### config.mk
export PLATFORM = sky130hd
export DESIGN_NAME = rtc_calendar_tick
export DESIGN_NICKNAME = d
export VERILOG_FILES = /design/src/rtl/rtccal_pkg.sv /design/src/rtl/rtccal_rate.sv /design/src/rtl/rtccal_core.sv /design/src/rtl/rtccal_fifo.sv /design/src/rtl/rtc_calendar_tick.sv
export SDC_FILE = /design/constraint.sdc
export NUM_CORES = 1
export LEC_CHECK = 0
export ABC_AREA = 1
export BUFFER_PORTS_ARGS = -buffer_cell sky130_fd_sc_hd__buf_2
export CAP_MARGIN = 10
export CORE_MARGIN = 5
export CORE_UTILIZATION = 50
export DETAILED_ROUTE_END_ITERATION = 7
export GPL_TIMING_DRIVEN = 0
export PLACE_DENSITY_LB_ADDON = 0.08
export SLEW_MARGIN = 20
export SYNTH_ARGS = -nofsm -noshare
export SYNTH_HDL_FRONTEND = slang
export SYNTH_SLANG_ARGS = --single-unit
### constraint.sdc
create_clock -name clock -period 12.3 [get_ports clock]
set_clock_uncertainty 0.1 [all_clocks]
set_input_delay 0.615 -clock clock [delete_from_list [all_inputs] [get_ports clock]]
set_output_delay 0.615 -clock clock [all_outputs]
set_load 0.01 [all_outputs]
### src/rtl/rtccal_pkg.sv
// Shared types, constants and calendar helper functions for the RTC calendar tick block.
// Used by every module under rtl; no dependencies.
package rtccal_pkg;

   localparam int unsigned YEAR_W   = 12;
   localparam int unsigned MONTH_W  = 4;
   localparam int unsigned DAY_W    = 5;
   localparam int unsigned HOUR_W   = 5;
   localparam int unsigned MINUTE_W = 6;
   localparam int unsigned SECOND_W = 6;
   localparam int unsigned MSEC_W   = 10;
   localparam int unsigned EPOCH_W  = 32;
   localparam int unsigned RATE_W   = 10;
   localparam int unsigned CSR_W    = 10;

   localparam logic [MSEC_W-1:0]   MSEC_PER_SEC = 10'd1000;
   localparam logic [RATE_W-1:0]   RATE_MAX     = 10'd1000;
   localparam logic [SECOND_W-1:0] SECOND_MAX   = 6'd59;
   localparam logic [MINUTE_W-1:0] MINUTE_MAX   = 6'd59;
   localparam logic [HOUR_W-1:0]   HOUR_MAX     = 5'd23;
   localparam logic [MONTH_W-1:0]  MONTH_MAX    = 4'd12;
   localparam logic [MONTH_W-1:0]  MONTH_FEB    = 4'd2;
   localparam logic [YEAR_W-1:0]   YEAR_MIN     = 12'd1970;
   localparam logic [YEAR_W-1:0]   YEAR_MAX     = 12'd2105;

   // 2^20 / 25 rounded up; exact quotient for any 12-bit year
   localparam logic [31:0] RECIP_25 = 32'd41944;

   typedef enum logic {
      CSR_TICK_RATE  = 1'b0,
      CSR_TIME_VALID = 1'b1
   } csr_index_type;

   typedef enum logic {
      MODE_TICK = 1'b0,
      MODE_LOAD = 1'b1
   } mode_type;

   typedef struct packed {
      logic [YEAR_W-1:0]   year;
      logic [MONTH_W-1:0]  month;
      logic [DAY_W-1:0]    day;
      logic [HOUR_W-1:0]   hour;
      logic [MINUTE_W-1:0] minute;
      logic [SECOND_W-1:0] second;
      logic [MSEC_W-1:0]   msec;
      logic [EPOCH_W-1:0]  epoch;
   } time_type;

   typedef struct packed {
      logic [YEAR_W-1:0]   year;
      logic [MONTH_W-1:0]  month;
      logic [DAY_W-1:0]    day;
      logic [HOUR_W-1:0]   hour;
      logic [MINUTE_W-1:0] minute;
      logic [SECOND_W-1:0] second;
      logic [EPOCH_W-1:0]  epoch;
   } set_type;

   typedef struct packed {
      logic              busy;
      logic              ok;
      logic [MSEC_W-1:0] step;
   } rate_type;

   localparam time_type TIME_RESET = '{
      year:   YEAR_MIN,
      month:  4'd1,
      day:    5'd1,
      hour:   '0,
      minute: '0,
      second: '0,
      msec:   '0,
      epoch:  '0
   };

   function automatic logic leap_year(input logic [YEAR_W-1:0] y);
      logic [31:0]       prod;
      logic [YEAR_W-1:0] q;
      logic [YEAR_W-1:0] r;
      logic              div25;
      prod  = {20'd0, y} * RECIP_25;
      q     = prod[31:20];
      r     = y - YEAR_W'(q * 12'd25);
      div25 = (r == '0);
      return (div25 && (y[3:0] == 4'd0)) || (!div25 && (y[1:0] == 2'd0));
   endfunction

   function automatic logic [DAY_W-1:0] days_of_month(input logic [MONTH_W-1:0] m,
                                                      input logic leap);
      logic [DAY_W-1:0] len;
      case (m)
         MONTH_FEB: len = leap ? 5'd29 : 5'd28;
         4'd4, 4'd6, 4'd9, 4'd11: len = 5'd30;
         default: len = 5'd31;
      endcase
      return len;
   endfunction

endpackage

### src/rtl/rtccal_rate.sv
// Tick rate register and millisecond step calculation (1000 / rate, one quotient bit a cycle).
// Depends on rtccal_pkg.
module rtccal_rate (
   input  logic                            clock,
   input  logic                            reset,
   input  logic                            csr_wr_en,
   input  logic                            csr_index,
   input  logic [rtccal_pkg::CSR_W-1:0]    csr_wdata,
   output rtccal_pkg::rate_type            rate
);

   logic                              busy_ff, busy_in;
   logic                              ok_ff, ok_in;
   logic [rtccal_pkg::MSEC_W-1:0]     step_ff, step_in;
   logic [3:0]                        cnt_ff, cnt_in;
   logic [rtccal_pkg::RATE_W-1:0]     rem_ff, rem_in;
   logic [rtccal_pkg::MSEC_W-1:0]     quo_ff, quo_in;
   logic [rtccal_pkg::RATE_W-1:0]     div_ff, div_in;
   logic [rtccal_pkg::RATE_W:0]       shifted;
   logic                              qbit;
   logic                              rate_wr;
   logic                              rate_good;

   assign rate_wr   = csr_wr_en && (csr_index == rtccal_pkg::CSR_TICK_RATE);
   assign rate_good = (csr_wdata != '0) && (csr_wdata <= rtccal_pkg::RATE_MAX);
   assign shifted   = {rem_ff, rtccal_pkg::MSEC_PER_SEC[cnt_ff]};
   assign qbit      = (shifted >= {1'b0, div_ff});

   always_comb begin
      busy_in = busy_ff;
      ok_in   = ok_ff;
      step_in = step_ff;
      cnt_in  = cnt_ff;
      rem_in  = rem_ff;
      quo_in  = quo_ff;
      div_in  = div_ff;
      if (busy_ff) begin
         rem_in = qbit ? rtccal_pkg::RATE_W'(shifted - {1'b0, div_ff})
                       : shifted[rtccal_pkg::RATE_W-1:0];
         quo_in = {quo_ff[rtccal_pkg::MSEC_W-2:0], qbit};
         cnt_in = cnt_ff - 4'd1;
         if (cnt_ff == 4'd0) begin
            busy_in = 1'b0;
            step_in = quo_in;
         end
      end
      if (rate_wr) begin
         ok_in   = rate_good;
         busy_in = rate_good;
         cnt_in  = 4'(rtccal_pkg::MSEC_W - 1);
         rem_in  = '0;
         quo_in  = '0;
         div_in  = csr_wdata[rtccal_pkg::RATE_W-1:0];
      end
   end

   always_ff @(posedge clock) begin
      if (reset) begin
         busy_ff <= 1'b0;
         ok_ff   <= 1'b1;
         step_ff <= rtccal_pkg::MSEC_W'(1);
      end else begin
         busy_ff <= busy_in;
         ok_ff   <= ok_in;
         step_ff <= step_in;
      end
   end

   always_ff @(posedge clock) begin
      cnt_ff <= cnt_in;
      rem_ff <= rem_in;
      quo_ff <= quo_in;
      div_ff <= div_in;
   end

   assign rate.busy = busy_ff;
   assign rate.ok   = ok_ff;
   assign rate.step = step_ff;

endmodule

### src/rtl/rtccal_core.sv
// Calendar state registers with load and single-carry tick cascade.
// Depends on rtccal_pkg.
module rtccal_core (
   input  logic                            clock,
   input  logic                            reset,
   input  logic                            load_en,
   input  logic                            tick_en,
   input  rtccal_pkg::set_type             set,
   input  logic [rtccal_pkg::MSEC_W-1:0]   step,
   output rtccal_pkg::time_type            time_q,
   output rtccal_pkg::time_type            time_next
);

   rtccal_pkg::time_type              time_ff, time_in;
   logic [rtccal_pkg::MSEC_W:0]       msec_sum;
   logic                              c_sec;
   logic [rtccal_pkg::SECOND_W:0]     sec_inc;
   logic [rtccal_pkg::MINUTE_W:0]     min_inc;
   logic [rtccal_pkg::HOUR_W:0]       hour_inc;
   logic [rtccal_pkg::DAY_W:0]        day_inc;
   logic [rtccal_pkg::MONTH_W:0]      month_inc;
   logic [rtccal_pkg::YEAR_W:0]       year_inc;
   logic [rtccal_pkg::DAY_W-1:0]      mlen;
   logic                              w_sec, w_min, w_hour, w_day, w_month, w_year;

   always_comb begin
      msec_sum  = {1'b0, time_ff.msec} + {1'b0, step};
      c_sec     = msec_sum >= {1'b0, rtccal_pkg::MSEC_PER_SEC};
      sec_inc   = {1'b0, time_ff.second} + 7'd1;
      min_inc   = {1'b0, time_ff.minute} + 7'd1;
      hour_inc  = {1'b0, time_ff.hour} + 6'd1;
      day_inc   = {1'b0, time_ff.day} + 6'd1;
      month_inc = {1'b0, time_ff.month} + 5'd1;
      year_inc  = {1'b0, time_ff.year} + 13'd1;
      mlen      = rtccal_pkg::days_of_month(time_ff.month,
                                            rtccal_pkg::leap_year(time_ff.year));
      w_sec     = sec_inc > {1'b0, rtccal_pkg::SECOND_MAX};
      w_min     = min_inc > {1'b0, rtccal_pkg::MINUTE_MAX};
      w_hour    = hour_inc > {1'b0, rtccal_pkg::HOUR_MAX};
      w_day     = day_inc > {1'b0, mlen};
      w_month   = month_inc > {1'b0, rtccal_pkg::MONTH_MAX};
      w_year    = year_inc > {1'b0, rtccal_pkg::YEAR_MAX};

      time_in = time_ff;
      if (load_en) begin
         time_in.year   = set.year;
         time_in.month  = set.month;
         time_in.day    = set.day;
         time_in.hour   = set.hour;
         time_in.minute = set.minute;
         time_in.second = set.second;
         time_in.epoch  = set.epoch;
         time_in.msec   = '0;
      end else if (tick_en) begin
         if (c_sec) begin
            time_in.msec   = rtccal_pkg::MSEC_W'(msec_sum - {1'b0, rtccal_pkg::MSEC_PER_SEC});
            time_in.epoch  = time_ff.epoch + 32'd1;
            time_in.second = w_sec ? '0 : sec_inc[rtccal_pkg::SECOND_W-1:0];
            if (w_sec) begin
               time_in.minute = w_min ? '0 : min_inc[rtccal_pkg::MINUTE_W-1:0];
               if (w_min) begin
                  time_in.hour = w_hour ? '0 : hour_inc[rtccal_pkg::HOUR_W-1:0];
                  if (w_hour) begin
                     time_in.day = w_day ? 5'd1 : day_inc[rtccal_pkg::DAY_W-1:0];
                     if (w_day) begin
                        time_in.month = w_month ? 4'd1
                                                : month_inc[rtccal_pkg::MONTH_W-1:0];
                        if (w_month) begin
                           time_in.year = w_year ? rtccal_pkg::YEAR_MIN
                                                 : year_inc[rtccal_pkg::YEAR_W-1:0];
                        end
                     end
                  end
               end
            end
         end else begin
            time_in.msec = msec_sum[rtccal_pkg::MSEC_W-1:0];
         end
      end
   end

   always_ff @(posedge clock) begin
      if (reset) begin
         time_ff <= rtccal_pkg::TIME_RESET;
      end else begin
         time_ff <= time_in;
      end
   end

   assign time_q    = time_ff;
   assign time_next = time_in;

endmodule

### src/rtl/rtccal_fifo.sv
// Two-entry result buffer between the calendar update and the response channel.
// Depends on rtccal_pkg.
module rtccal_fifo (
   input  logic                   clock,
   input  logic                   reset,
   input  logic                   push,
   input  rtccal_pkg::time_type   push_data,
   input  logic                   pop,
   output logic                   full,
   output logic                   not_empty,
   output rtccal_pkg::time_type   head
);

   rtccal_pkg::time_type   entry_ff [2];
   logic                   wr_ptr_ff, wr_ptr_in;
   logic                   rd_ptr_ff, rd_ptr_in;
   logic [1:0]             count_ff, count_in;

   always_comb begin
      wr_ptr_in = push ? ~wr_ptr_ff : wr_ptr_ff;
      rd_ptr_in = pop ? ~rd_ptr_ff : rd_ptr_ff;
      count_in  = count_ff;
      if (push && !pop) begin
         count_in = count_ff + 2'd1;
      end else if (pop && !push) begin
         count_in = count_ff - 2'd1;
      end
   end

   always_ff @(posedge clock) begin
      if (reset) begin
         wr_ptr_ff <= 1'b0;
         rd_ptr_ff <= 1'b0;
         count_ff  <= '0;
      end else begin
         wr_ptr_ff <= wr_ptr_in;
         rd_ptr_ff <= rd_ptr_in;
         count_ff  <= count_in;
      end
   end

   always_ff @(posedge clock) begin
      if (push) begin
         entry_ff[wr_ptr_ff] <= push_data;
      end
   end

   assign full      = count_ff[1];
   assign not_empty = (count_ff != '0);
   assign head      = entry_ff[rd_ptr_ff];

endmodule

### src/rtl/rtc_calendar_tick.sv
// Real-time clock calendar: every request transfer is a tick or a load, and each yields one
// response carrying the full date, time and epoch count after that request. Requests are taken
// one per cycle while req_tready is high, and each result is registered in a two-entry result
// buffer, which keeps requests flowing while one response waits. Writing an in-range value to
// the tick rate register starts a step calculation (1000 / rate) in a bit-serial divider,
// during which req_tready is low; an out-of-range rate disables ticks at once.
// Ticks are ignored until time_valid is written with 1. Reset gives 1970-01-01 00:00:00.000.
module rtc_calendar_tick (
   input  logic                              clock,
   input  logic                              reset,
   input  logic                              req_tvalid,
   output logic                              req_tready,
   // set_year, set_month, set_day, set_hour, set_minute, set_second, set_epoch, zero pad
   input  logic [71:0]                       req_tdata,
   // mode
   input  logic                              req_tuser,
   output logic                              rsp_tvalid,
   input  logic                              rsp_tready,
   // year, month, day, hour, minute, second, msec, epoch
   output logic [79:0]                       rsp_tdata,
   input  logic                              csr_wr_en,
   input  logic                              csr_index,
   input  logic [rtccal_pkg::CSR_W-1:0]      csr_wdata
);

   rtccal_pkg::rate_type   rate;
   rtccal_pkg::set_type    set;
   rtccal_pkg::time_type   time_q;
   rtccal_pkg::time_type   time_next;
   rtccal_pkg::time_type   head;
   logic                   time_valid_ff, time_valid_in;
   logic                   req_accept;
   logic                   load_en;
   logic                   tick_en;
   logic                   fifo_full;

   assign time_valid_in = (csr_wr_en && (csr_index == rtccal_pkg::CSR_TIME_VALID))
                          ? csr_wdata[0] : time_valid_ff;

   always_ff @(posedge clock) begin
      if (reset) begin
         time_valid_ff <= 1'b0;
      end else begin
         time_valid_ff <= time_valid_in;
      end
   end

   assign req_tready = !rate.busy && !fifo_full;
   assign req_accept = req_tvalid && req_tready;
   assign load_en    = req_accept && (req_tuser == rtccal_pkg::MODE_LOAD);
   assign tick_en    = req_accept && (req_tuser == rtccal_pkg::MODE_TICK)
                       && time_valid_ff && rate.ok;

   assign set.year   = req_tdata[11:0];
   assign set.month  = req_tdata[15:12];
   assign set.day    = req_tdata[20:16];
   assign set.hour   = req_tdata[25:21];
   assign set.minute = req_tdata[31:26];
   assign set.second = req_tdata[37:32];
   assign set.epoch  = req_tdata[69:38];

   rtccal_rate u_rate (
      .clock     (clock),
      .reset     (reset),
      .csr_wr_en (csr_wr_en),
      .csr_index (csr_index),
      .csr_wdata (csr_wdata),
      .rate      (rate)
   );

   rtccal_core u_core (
      .clock     (clock),
      .reset     (reset),
      .load_en   (load_en),
      .tick_en   (tick_en),
      .set       (set),
      .step      (rate.step),
      .time_q    (time_q),
      .time_next (time_next)
   );

   rtccal_fifo u_fifo (
      .clock     (clock),
      .reset     (reset),
      .push      (req_accept),
      .push_data (time_next),
      .pop       (rsp_tvalid && rsp_tready),
      .full      (fifo_full),
      .not_empty (rsp_tvalid),
      .head      (head)
   );

   assign rsp_tdata = {head.epoch, head.msec, head.second, head.minute,
                       head.hour, head.day, head.month, head.year};

   a_no_accept_while_dividing: assert property (@(posedge clock) disable iff (reset)
      rate.busy |-> !req_tready)
      else $error("request accepted during step calculation");

   a_load_clears_msec: assert property (@(posedge clock) disable iff (reset)
      (req_accept && (req_tuser == rtccal_pkg::MODE_LOAD)) |=> (time_q.msec == '0))
      else $error("load did not clear milliseconds");

   a_msec_in_range: assert property (@(posedge clock) disable iff (reset)
      time_q.msec < rtccal_pkg::MSEC_PER_SEC)
      else $error("millisecond count out of range");

   a_epoch_single_step: assert property (@(posedge clock) disable iff (reset)
      (req_accept && (req_tuser == rtccal_pkg::MODE_TICK))
      |=> ((time_q.epoch == $past(time_q.epoch))
           || (time_q.epoch == $past(time_q.epoch) + 32'd1)))
      else $error("tick advanced epoch by more than one second");

endmodule
Word-level counts from Yosys, hierarchy flattened
Memory sizes are Yosys's and may differ from the RTL's. A register that Yosys moved wholly into a read port is not among the register bits. Index checks and enable logic that the tools add are counted.

$add $sub $neg: 14. Multipliers: 2. Order comparisons: 10. Eq/ne operators: 5. Mux-type cells: 31. Bitwise logic cells: 4. Reductions and logical operators: 29.

Operator list (number): 80-bit two-way mux (2); 32-bit two-way mux (2); 38-bit two-way mux (1); 32-bit by 1-bit adder with 32-bit output, second input constant (1); 26-bit two-way mux (1); 12-bit by 13-bit multiplier with 25-bit output, second input constant (1); 12-bit two-way mux (2); 21-bit two-way mux (1); 10-bit two-way mux (2); 16-bit two-way mux (1); 6-bit by 1-bit adder with 7-bit output, second input constant (2); 7-bit by 6-bit > comparator with 1-bit output, second input constant (2); 1-bit logical AND (14); 12-bit by 1-bit adder with 13-bit output, second input constant (1); 13-bit by 12-bit > comparator with 1-bit output, second input constant (1); 5-bit by 1-bit adder with 6-bit output, second input constant (2); 12-bit zero test (1); 8-bit by 5-bit multiplier with 12-bit output, second input constant (1); 4-bit two-way mux (3); 6-bit two-way mux (2); 12-bit subtractor (1); 10-bit by 10-bit adder with 11-bit output (1); 11-bit by 10-bit >= comparator with 1-bit output (1); 11-bit by 10-bit >= comparator with 1-bit output, second input constant (1); 27 further kinds (48).

Bits in registers: 130. RAM bits: 160. Memory bits (read-only): 16. Input bits: 89. Logic and storage cells: 116. Memories kept: 2.

Memories: u_fifo.entry_ff (depth 2, bits a word 80, rd ports 1, clocked after memory_dff 1, write ports 1, line rtccal_fifo.sv:14) `rtccal_pkg::time_type entry_ff [2];`; (no name shown) (depth 16, bits a word 1, rd ports 1, clocked after memory_dff 1, write ports 0, line rtccal_rate.sv:26) `assign shifted = {rem_ff, rtccal_pkg::MSEC_PER_SEC[cnt_ff]};`.

Logic depth before layout (Yosys ltp)
Gate-level depths: netlist (run 1).

Depth after elaboration: 17. Gate-level depth with buffers: 56. Mapped depth without buffers: 56.

By module
A second synthesis (run 1) with hierarchy kept.

Cell total of the unflattened synthesis: 2182. Area, all modules: 19338.5 um^2.

By module, submodules not included: rtccal_core (instances 1, cells an instance 1568, area an instance 10403.7 um^2); rtccal_fifo (instances 1, cells an instance 281, area an instance 6399.9 um^2); rtccal_rate (instances 1, cells an instance 316, area an instance 2448.6 um^2); rtc_calendar_tick (instances 1, cells an instance 17, area an instance 86.3 um^2).

Worst setup path before layout (run 1)
Ideal clock, no wire load.

Kind: register -> register. Start point: register u_core.time_ff (netlist bit u_core.time_q[74]). End point: memory u_fifo.entry_ff[0][78] in the netlist's numbering (data pin). Arrival time: 9.263 ns. Data required time: 11.943 ns. Path slack: 2.679 ns. Stages on the path, launching flop included: 51. Cell sequence: dfxtp_1 -> inv_1 -> fa_1 -> fa_1 -> fa_1 -> inv_1 -> fa_1 -> inv_1 -> fa_1 -> inv_1 -> ha_1 -> a21oi_1 -> nand2_1 -> a21oi_1 -> nand2_1 -> a21boi_0 -> o21ai_0 -> a21oi_1 -> (+15 left out) -> nand3_1 -> nor3_1 -> nand3_1 -> nand2_1 -> a21oi_1 -> ha_1 -> nand2_1 -> nand2_1 -> nor3_1 -> nand2_1 -> nand2_1 -> inv_1 -> nor2_1 -> nand3_4 -> nor2_4 -> nand2_1 -> nand2_1 -> nand2_1.

RTL lines: start, declared (line rtccal_core.sv:14) `rtccal_pkg::time_type time_ff, time_in;`; start signal, assigned (line rtccal_core.sv:84) `time_ff <= rtccal_pkg::TIME_RESET;`; start signal, assigned (line rtccal_core.sv:86) `time_ff <= time_in;`; end, declared (line rtccal_fifo.sv:14).

==> flow_summary.json, run 1 <==
{
  "clockRootBuffer": "clkbuf_16",
  "cts_sinks": 292,
  "cts_setup_buffers": 0,
  "critPathArrivalTime_ns": 11.64,
  "viasPerCell": 5.41,
  "reg2reg_to": "u_fifo.entry_ff[1][69]",
  "cp-end-kind": "flop",
  "setup_viol": 0,
  "drt_first_pass_iters": 6,
  "synth_area_sq_mm": 0.0185,
  "fin_nets": 2578,
  "drive_above_1_share": 0.160,
  "critPathKind": "reg -> reg",
  "avgSynthCellArea_sq_um": 8.92,
  "synth_adder_area_share": 0.163,
  "routed_wl_mm": 49.9,
  "ant_nets": 0,
  "cts_resized": 0,
  "grt_use_total": 0.240,
  "drcViolationCount": 0,
  "area_growth_pct": 14.4,
  "cts_tree": "yes",
  "htreeDepth": 1,
  "slowest_delay_ns": 0.64,
  "grt_max_degree": 27,
  "critPathCapture": "u_fifo.entry_ff[1][69]",
  "cp-start-kind": "flop",
  "grt_antenna_before_repair": 0,
  "reg2reg_depth": 51,
  "start_util": 0.506,
  "diodes": 0,
  "cts_made_buffers": 31,
  "rsz0062_at_grt": "no",
  "routedWlPerCell_um": 18.0,
  "die_area_sq_mm": 0.0410,
  "clk_path_buf_depth": 3,
  "grt-ovfl-total": 0,
  "yosysWarnings": 0,
  "yosys.area.top_type": "edfxtp_1",
  "num_io_pins": 171,
  "worstMarginPinSlew_ns": 1.05,
  "critical_path.slowest_cell": "fa_1",
  "routabilityCongestion": 0.926,
  "tns_ns": 0,
  "slew_viol_final": 0,
  "synth_compound_area_frac": 0.0825,
  "hold_buffers": 0,
  "synth-seq-cells": 292,
  "required_ns": 12.52,
  "r2r_setup_slack_ns": 0.88,
  "die_w_um": 202,
  "ys_types": 61,
  "synth_xor_area_frac": 0.0297,
  "drv_cap": 0,
  "port_buffers": 167,
  "drtIter0Drc": 981,
  "holdCritPathClass": "in -> reg",
  "clk_latency_ns": 0.58,
  "synth_top_area_share": 0.276,
  "final_common_cell": "nand2_1",
  "synth.area.top_cells": "edfxtp_1 (28%), dfxtp_1 (13%), ha_1 (10%)",
  "period_needed_ns": 11.42,
  "place_hpwl_mm": 39.0,
  "coreArea_sq_mm": 0.0366,
  "synth_top_family_by_area": "simple AND/OR/NAND/NOR gates",
  "synthMuxAreaShare": 0.0486,
  "grt_pass1_wl_mm": 79.0,
  "final_core_utilization": 0.579,
  "fp-row-count": 70,
  "cts.reportedPaths.clkPinSlew_ns": 0.06,
  "status": "completed",
  "critPathMaxFanout": 8,
  "regToRegStartpoint": "u_core.time_q[74]",
  "postSynthCellCount": 2076,
  "period_share": 0.929,
  "vias": 15000,
  "fmaxAchievable_mhz": 87.6,
  "syn_nets": 2372,
  "ys_seq_area_frac": 0.407,
  "synth_simple_gate_area_frac": 0.193,
  "hold_viol": 0,
  "mostFrequentLayoutCells": "nand2_1 (429), inv_1 (295), buf_2 (170), edfxtp_1 (170), ha_1 (149)",
  "grt_pass1_vias": 14700,
  "slew_headroom": 0.297,
  "cp_common_cell": "nand2_1",
  "cp-startpoint": "u_core.time_q[74]",
  "dieHeight_um": 202
}
-- registers in the layout, indices dropped and copies added (netlist names), named ones only --
register	cells
u_fifo.rd_ptr_ff	1
u_rate.shifted	1
u_rate.ok_ff	1
u_fifo.count_ff	2
u_rate.busy_ff	1
u_fifo.wr_ptr_ff	1
u_core.time_q	80
u_rate.rem_ff	10
u_fifo.entry_ff	160
u_rate.cnt_ff	4
time_valid_ff	1
u_rate.quo_ff	9
u_rate.div_ff	10
u_rate.step_ff	10
-- cell type report --
| class | count | area, sq um |
|---|---|---|
| multi-input combinational | 1424 | 9590 |
| clock inverter | 18 | 275 |
| fill | 3335 | 15400 |
| timing repair buffer | 173 | 971 |
| sequential | 292 | 7550 |
| clock buffer | 40 | 830 |
| inverter | 304 | 1140 |
| tap | 468 | 586 |
| buffer | 56 | 255 |
-- worst max-delay path, delay by kind of cell, from the launching register on --
| kind | cells | cell delay (ns) |
|---|---|---|
| AOI/OAI and AO/OA | 9 | 1.82 |
| xor gates and xnor gates | 1 | 0.23 |
| adders and majority gates | 11 | 4.99 |
| buffers and inverters | 7 | 0.63 |
| DFF | 1 | 0.59 |
| and+or+nand+nor | 23 | 2.77 |
-- synthesized netlist by cell type, drive strengths merged --
cell	number
clkinv	3
xor2	44
or2	20
clkbuf	43
o22ai	1
a21o	2
nand3b	5
o221ai	1
o311ai	1
a31oi	5
a211oi	3
nor3	30
mux2	80
o21ai	74
a21boi	1
o31ai	6
dfxtp	122
nor4	12
ha	149
a21oi	144
o211ai	22
nand2	436
o2111ai	2
and2	1
o21bai	10
nor2	151
nand3	112
edfxtp	170
buf	13
xnor2	18
inv	301
o21a	1
fa	58
nand4	32
nor3b	3
-- per-stage QoR --
stage                     area [sq um]  hold slack (ns)  setup WS [ns]  cells
after floorplan                  18500            0.339           2.68   2076
after global placement           19900            0.353           1.03   2711
after detailed placement         20100            0.355          0.983   2717
after CTS                        21200            0.101          0.914   2775
after global routing             21200            0.107          0.103   2775
final                            21200            0.126          0.878   2775
-- cell families (layout without fill, tap and decap cells) --
| logic type | count (synthesis) | count (layout) |
|---|---|---|
| muxes | 80 | 80 |
| AOI/OAI and AO/OA | 273 | 273 |
| xor gates and xnor gates | 62 | 62 |
| DFF | 292 | 292 |
| and+or+nand+nor | 802 | 802 |
| adders and majority gates | 207 | 207 |
| buffers and inverters | 360 | 591 |
-- per-layer routing --
metal  vias to the layer above  track usage  routed length (um)
met5                         -            0                   0
met4                         0       0.0567                1080
met2                       444        0.413               23800
met3                        69       0.0313                2840
li1                       7333            -                   -
met1                      7173        0.326               22200
-- worst min path at each step --
stage	from	slack (ns)	to	cells past startpoint
2_1_floorplan	time_valid_ff	0.34	time_valid_ff	2
6_report	csr_wdata[2]	0.13	u_rate.div_ff[2]	1
4_1_cts	csr_wdata[2]	0.10	u_rate.div_ff[2]	1
3_3_place_gp	time_valid_ff	0.35	time_valid_ff	2
3_5_place_dp	time_valid_ff	0.36	time_valid_ff	2
5_1_grt	csr_wdata[2]	0.11	u_rate.div_ff[2]	1
Power of run 1 is left out: the tool's default activity adds up to more than one toggle a clock period on the data nets, which glitch-free logic cannot reach.
==> run 2: changes to the inputs <==
- ABC_AREA: 1 -> 0
- clock period: 12.3 -> 11.69 ns (I/O delays scaled with it)
==> flow_summary.json, run 2 <==
{
  "status": "completed",
  "gr-max-usage-layer": "met2",
  "setup_viol": 0,
  "diodes": 0,
  "use_met2": 0.383,
  "ys.flop_type": "edfxtp_1",
  "drtIter0Drc": 688,
  "met1_usage": 0.329,
  "ant_nets": 0,
  "yosys-top-cells-count": "inv_1 (182), edfxtp_1 (170), nor2_1 (155), ha_1 (149), dfxtp_1 (122)",
  "postSynthCellCount": 1740,
  "period_share": 0.943,
  "grt_max_degree": 43,
  "grt-ovfl-total": 0,
  "coreArea_sq_mm": 0.0354,
  "top_register": "u_fifo.entry_ff",
  "fin_nets": 2244,
  "cts.reportedPaths.clkPinSlew_ns": 0.06,
  "synth_area_sq_mm": 0.0178,
  "period_needed_ns": 11.03,
  "drv_cap": 0,
  "hold_buffers": 0,
  "synth_edf_count": 170,
  "final_common_cell": "inv_1",
  "viasPerCell": 5.57,
  "critPathArrivalTime_ns": 11.41,
  "cts_sinks": 292,
  "critPathMaxFanout": 11,
  "ys_types": 78,
  "slew_headroom": 0.314,
  "synth_top_area_share": 0.287,
  "required_ns": 12.07,
  "largest_register_ff_count": 160,
  "clockRootBuffer": "clkbuf_16",
  "drcViolationCount": 0,
  "yosys.cell_count.top_type": "inv_1",
  "area_growth_pct": 15.1,
  "num_io_pins": 171,
  "fp-row-count": 69,
  "n_fill_cell": 3147,
  "place_hpwl_mm": 35.5,
  "cts_tree": "yes",
  "synth.area.top_cells": "edfxtp_1 (29%), dfxtp_1 (14%), ha_1 (10%)",
  "critPathKind": "reg -> reg",
  "grt_pass1_vias": 13500,
  "grt_use_met3": 0.0285,
  "htreeDepth": 1,
  "dieHeight_um": 199,
  "fmaxAchievable_mhz": 90.7,
  "drt_first_pass_iters": 5,
  "hold_viol": 0,
  "routabilityCongestion": 0.888,
  "die_w_um": 199,
  "yosysWarnings": 0,
  "async_flop_share": 0,
  "synth-seq-cells": 292,
  "syn_nets": 2036,
  "clk_path_buf_depth": 3,
  "grt_antenna_before_repair": 0,
  "holdCritPathClass": "in -> reg",
  "cp-end-kind": "flop",
  "clk_latency_ns": 0.57,
  "routed_wl_mm": 46.9,
  "start_util": 0.503,
  "grt_use_total": 0.233,
  "slew_viol_final": 0,
  "routedWlPerCell_um": 19.3,
  "avgSynthCellArea_sq_um": 10.2,
  "mostFrequentLayoutCells": "inv_1 (182), buf_2 (174), edfxtp_1 (170), nor2_1 (155), ha_1 (148)",
  "slowest_delay_ns": 0.64,
  "drive_above_1_share": 0.186,
  "grt_pass1_wl_mm": 73.1,
  "cp-start-kind": "flop",
  "ys_seq_area_frac": 0.424,
  "yosys.area.top_type": "edfxtp_1",
  "vias": 13500,
  "worstMarginPinSlew_ns": 1.02,
  "port_buffers": 168,
  "die_area_sq_mm": 0.0395,
  "critical_path.slowest_cell": "fa_2",
  "cts_made_buffers": 30,
  "final_core_utilization": 0.579
}
==> run 2: changes by cell type in the layout (fill, tap and decap cells not counted), moves of 29 or more <==
cell / change
inv_1: -113
nand2_1: -327
a21oi_1: -48
a211oi_1: +32
nand3_1: -63
and2_1: +34
xnor2_1: +29
==> run 2: kinds of logic (layout without fill, tap and decap cells) <==
group | count (synthesis) | after routing | share of synthesized area
multiplexers | 107 | 107 | 0.0658
adder cells (fa/ha/maj) | 209 | 209 | 0.171
flip-flops | 292 | 292 | 0.424
XOR/XNOR | 75 | 75 | 0.0369
AO/OA/AOI/OAI | 301 | 301 | 0.109
buffers and inverters | 248 | 480 | 0.0527
AND/OR/NAND/NOR | 508 | 508 | 0.141
==> run 2: path summary, 6_finish.rpt <==
path / cells after the start / slack (ns) / end / from
max: 46 / 0.66 / u_core.time_q[79] / u_core.time_q[77]
min: 1 / 0.13 / u_rate.div_ff[3] / csr_wdata[3]
max reg2reg: 46 / 0.66 / u_core.time_q[79] / u_core.time_q[77]
min reg2reg: 2 / 0.36 / u_rate.step_ff[9] / u_rate.quo_ff[8]
==> run 2: stage by stage <==
step / setup TNS [ns] / cell area [sq um] / hold slack [ns] / cells / setup WS (ns)
floorplan: 0 / 17800 / 0.331 / 1740 / 1.22
global placement: -6.09 / 19200 / 0.345 / 2369 / -0.357
detailed placement: -9.13 / 19300 / 0.353 / 2373 / -0.443
CTS: 0 / 20400 / 0.0984 / 2429 / 0.00881
global route: -0.0334 / 20500 / 0.104 / 2433 / -0.0298
finish: 0 / 20500 / 0.129 / 2433 / 0.664
==> run 2: area by class of cell <==
type                       count  area [sq um]  share of cell area
clock inverter                12           103             0.00501
tap                          461           577              0.0281
multi-input combinational   1200          9430               0.460
inverter                     182           683              0.0333
buffer                        66           255              0.0125
timing repair buffer         176           966              0.0471
sequential                   292          7560               0.369
clock buffer                  44           921              0.0449
==> run 2: timing repair <==
action	CTS	global route
setup buffers	0	4
pin swaps	0	4
resized for setup	7	22
endpoints found under the setup margin	38	39
==> run 2: per-layer routing <==
metal,up-vias,share of wire
met2,363,0.46
met3,61,0.054
met5,-,0
li1,6587,-
met4,0,0.030
met1,6530,0.46
==> run 2: worst max-delay path, delay by kind of cell (launching register included) <==
family	cells	cell delay, ns
AO/OA/AOI/OAI	16	2.81
AND/OR/NAND/NOR	10	1.98
multiplexers	1	0.18
buffers and inverters	6	0.45
XOR/XNOR	2	0.39
adder cells (fa/ha/maj)	11	4.63
flip-flops	1	0.41
Power of run 2 is left out for the same reason.
==> run 3: changes to the inputs <==
- REMOVE_ABC_BUFFERS: default -> 1
==> flow_summary.json, run 3 (synthesized netlist as in run 2, its figures left out) <==
{
  "fin_nets": 2188,
  "grt_pass1_wl_mm": 67.7,
  "crit_cells": 42,
  "cts.reportedPaths.clkPinSlew_ns": 0.06,
  "hold_viol": 0,
  "drv_cap": 0,
  "fp-row-count": 69,
  "critPathKind": "reg -> reg",
  "final_common_cell": "inv_1",
  "critical_path.slowest_cell": "fa_1",
  "cts_sinks": 292,
  "setup_viol": 0,
  "whs_path_depth": 1,
  "largest_register_ff_count": 160,
  "hold_buffers": 0,
  "dieHeight_um": 199,
  "vias": 13000,
  "final_core_utilization": 0.578,
  "rsz0062_at_grt": "no",
  "cp-start-kind": "flop",
  "area_growth_pct": 14.8,
  "cp_common_cell": "fa_1",
  "slew_viol_final": 0,
  "htreeDepth": 1,
  "cp-end-kind": "flop",
  "routabilityCongestion": 0.869,
  "coreArea_sq_mm": 0.0354,
  "cts_tree": "yes",
  "clk_latency_ns": 0.56,
  "top_register": "u_fifo.entry_ff",
  "grt_max_degree": 60,
  "period_share": 0.939,
  "place_hpwl_mm": 31.2,
  "grt-ovfl-total": 0,
  "viasPerCell": 5.49,
  "num_io_pins": 171,
  "path_buf_inv": 4,
  "worstMarginPinSlew_ns": 0.988,
  "status": "completed",
  "port_buffers": 168,
  "drtIter0Drc": 580,
  "die_w_um": 199,
  "diodes": 0,
  "fmaxAchievable_mhz": 91.1,
  "crit_family": "adder cells",
  "drcViolationCount": 0,
  "period_needed_ns": 10.98,
  "critPathMaxFanout": 9,
  "routed_wl_mm": 42.1,
  "die_area_sq_mm": 0.0395,
  "start_util": 0.503,
  "cts_made_buffers": 31,
  "slew_headroom": 0.336,
  "holdCritPathClass": "in -> reg",
  "routedWlPerCell_um": 17.7,
  "required_ns": 12.08,
  "grt_use_total": 0.211,
  "critPathArrivalTime_ns": 11.37,
  "ant_nets": 0,
  "mostFrequentLayoutCells": "inv_1 (181), edfxtp_1 (170), buf_2 (168), nor2_1 (155), ha_1 (148)",
  "drt_first_pass_iters": 5,
  "grt_antenna_before_repair": 0,
  "reg2reg_depth": 42,
  "clockRootBuffer": "clkbuf_16",
  "drive_above_1_share": 0.198,
  "grt_pass1_vias": 13000,
  "clk_path_buf_depth": 3,
  "slowest_delay_ns": 0.55
}
-- run 3: cell count changes in the layout (fill, tap and decap cells not counted), moves of 2 or more --
cell / previous run / this run
buf_1: 2 / 0
buf_12: 2 / 7
buf_2: 174 / 168
buf_4: 4 / 7
clkbuf_1: 63 / 5
clkbuf_8: 5 / 11
clkinv_1: 2 / 0
dfxtp_4: 1 / 3
inv_4: 2 / 0
-- run 3: per-layer routing --
metal  up-vias  share of wire  GRT usage
li1       6475              -          -
met2       275           0.48      0.365
met3        53          0.045     0.0242
met4         0          0.018     0.0426
met5         -              0          0
met1      6240           0.46      0.288
-- run 3: stage by stage --
stage	area [sq um]	hold slack, ns	cells	worst slack [ns]	setup TNS (ns)
final	20500	0.131	2377	0.712	0
after global routing	20500	0.103	2377	0.00808	0
after CTS	20300	0.0982	2372	0.0225	0
after detailed placement	19200	0.355	2315	-0.600	-15.13
after global placement	19000	0.352	2303	-1.36	-34.89
after floorplan	17600	0.325	1674	0.720	0
-- run 3: area by class of cell --
class                   instances  area [sq um]
clock buffers                  49           978
clock inverters                 8          75.1
fillers                      3073         14900
inverters                     182           683
multi-input cells            1200          9470
flip-flops and latches        292          7570
well taps                     461           577
repair buffers                185          1100
-- run 3: worst reg2reg max path: cells and delay by family, from the launching register on --
| kind | cells | cell delay (ns) |
|---|---|---|
| flip-flops | 1 | 0.48 |
| AND/OR/NAND/NOR | 11 | 2.37 |
| buffers and inverters | 4 | 0.35 |
| adder cells (fa/ha/maj) | 11 | 4.60 |
| XOR/XNOR | 1 | 0.22 |
| AO/OA/AOI/OAI | 15 | 2.80 |
-- run 3: final timing paths --
check,start,end,slack [ns]
worst min-delay path,csr_wdata[9],u_rate.div_ff[9],0.13
worst min register to register,u_rate.step_ff[2],u_rate.step_ff[2],0.37
worst max register to register,u_core.time_q[72],u_core.time_q[79],0.71
worst max-delay path,u_core.time_q[72],u_core.time_q[79],0.71
-- run 3: what timing repair did --
item / 4_1_cts / 5_1_grt
gates resized for setup: 9 / 24
endpoints found under the setup margin: 39 / 39
buffers inserted: 0 / 4
pin swaps: 0 / 5
Power of run 3 is left out for the same reason.
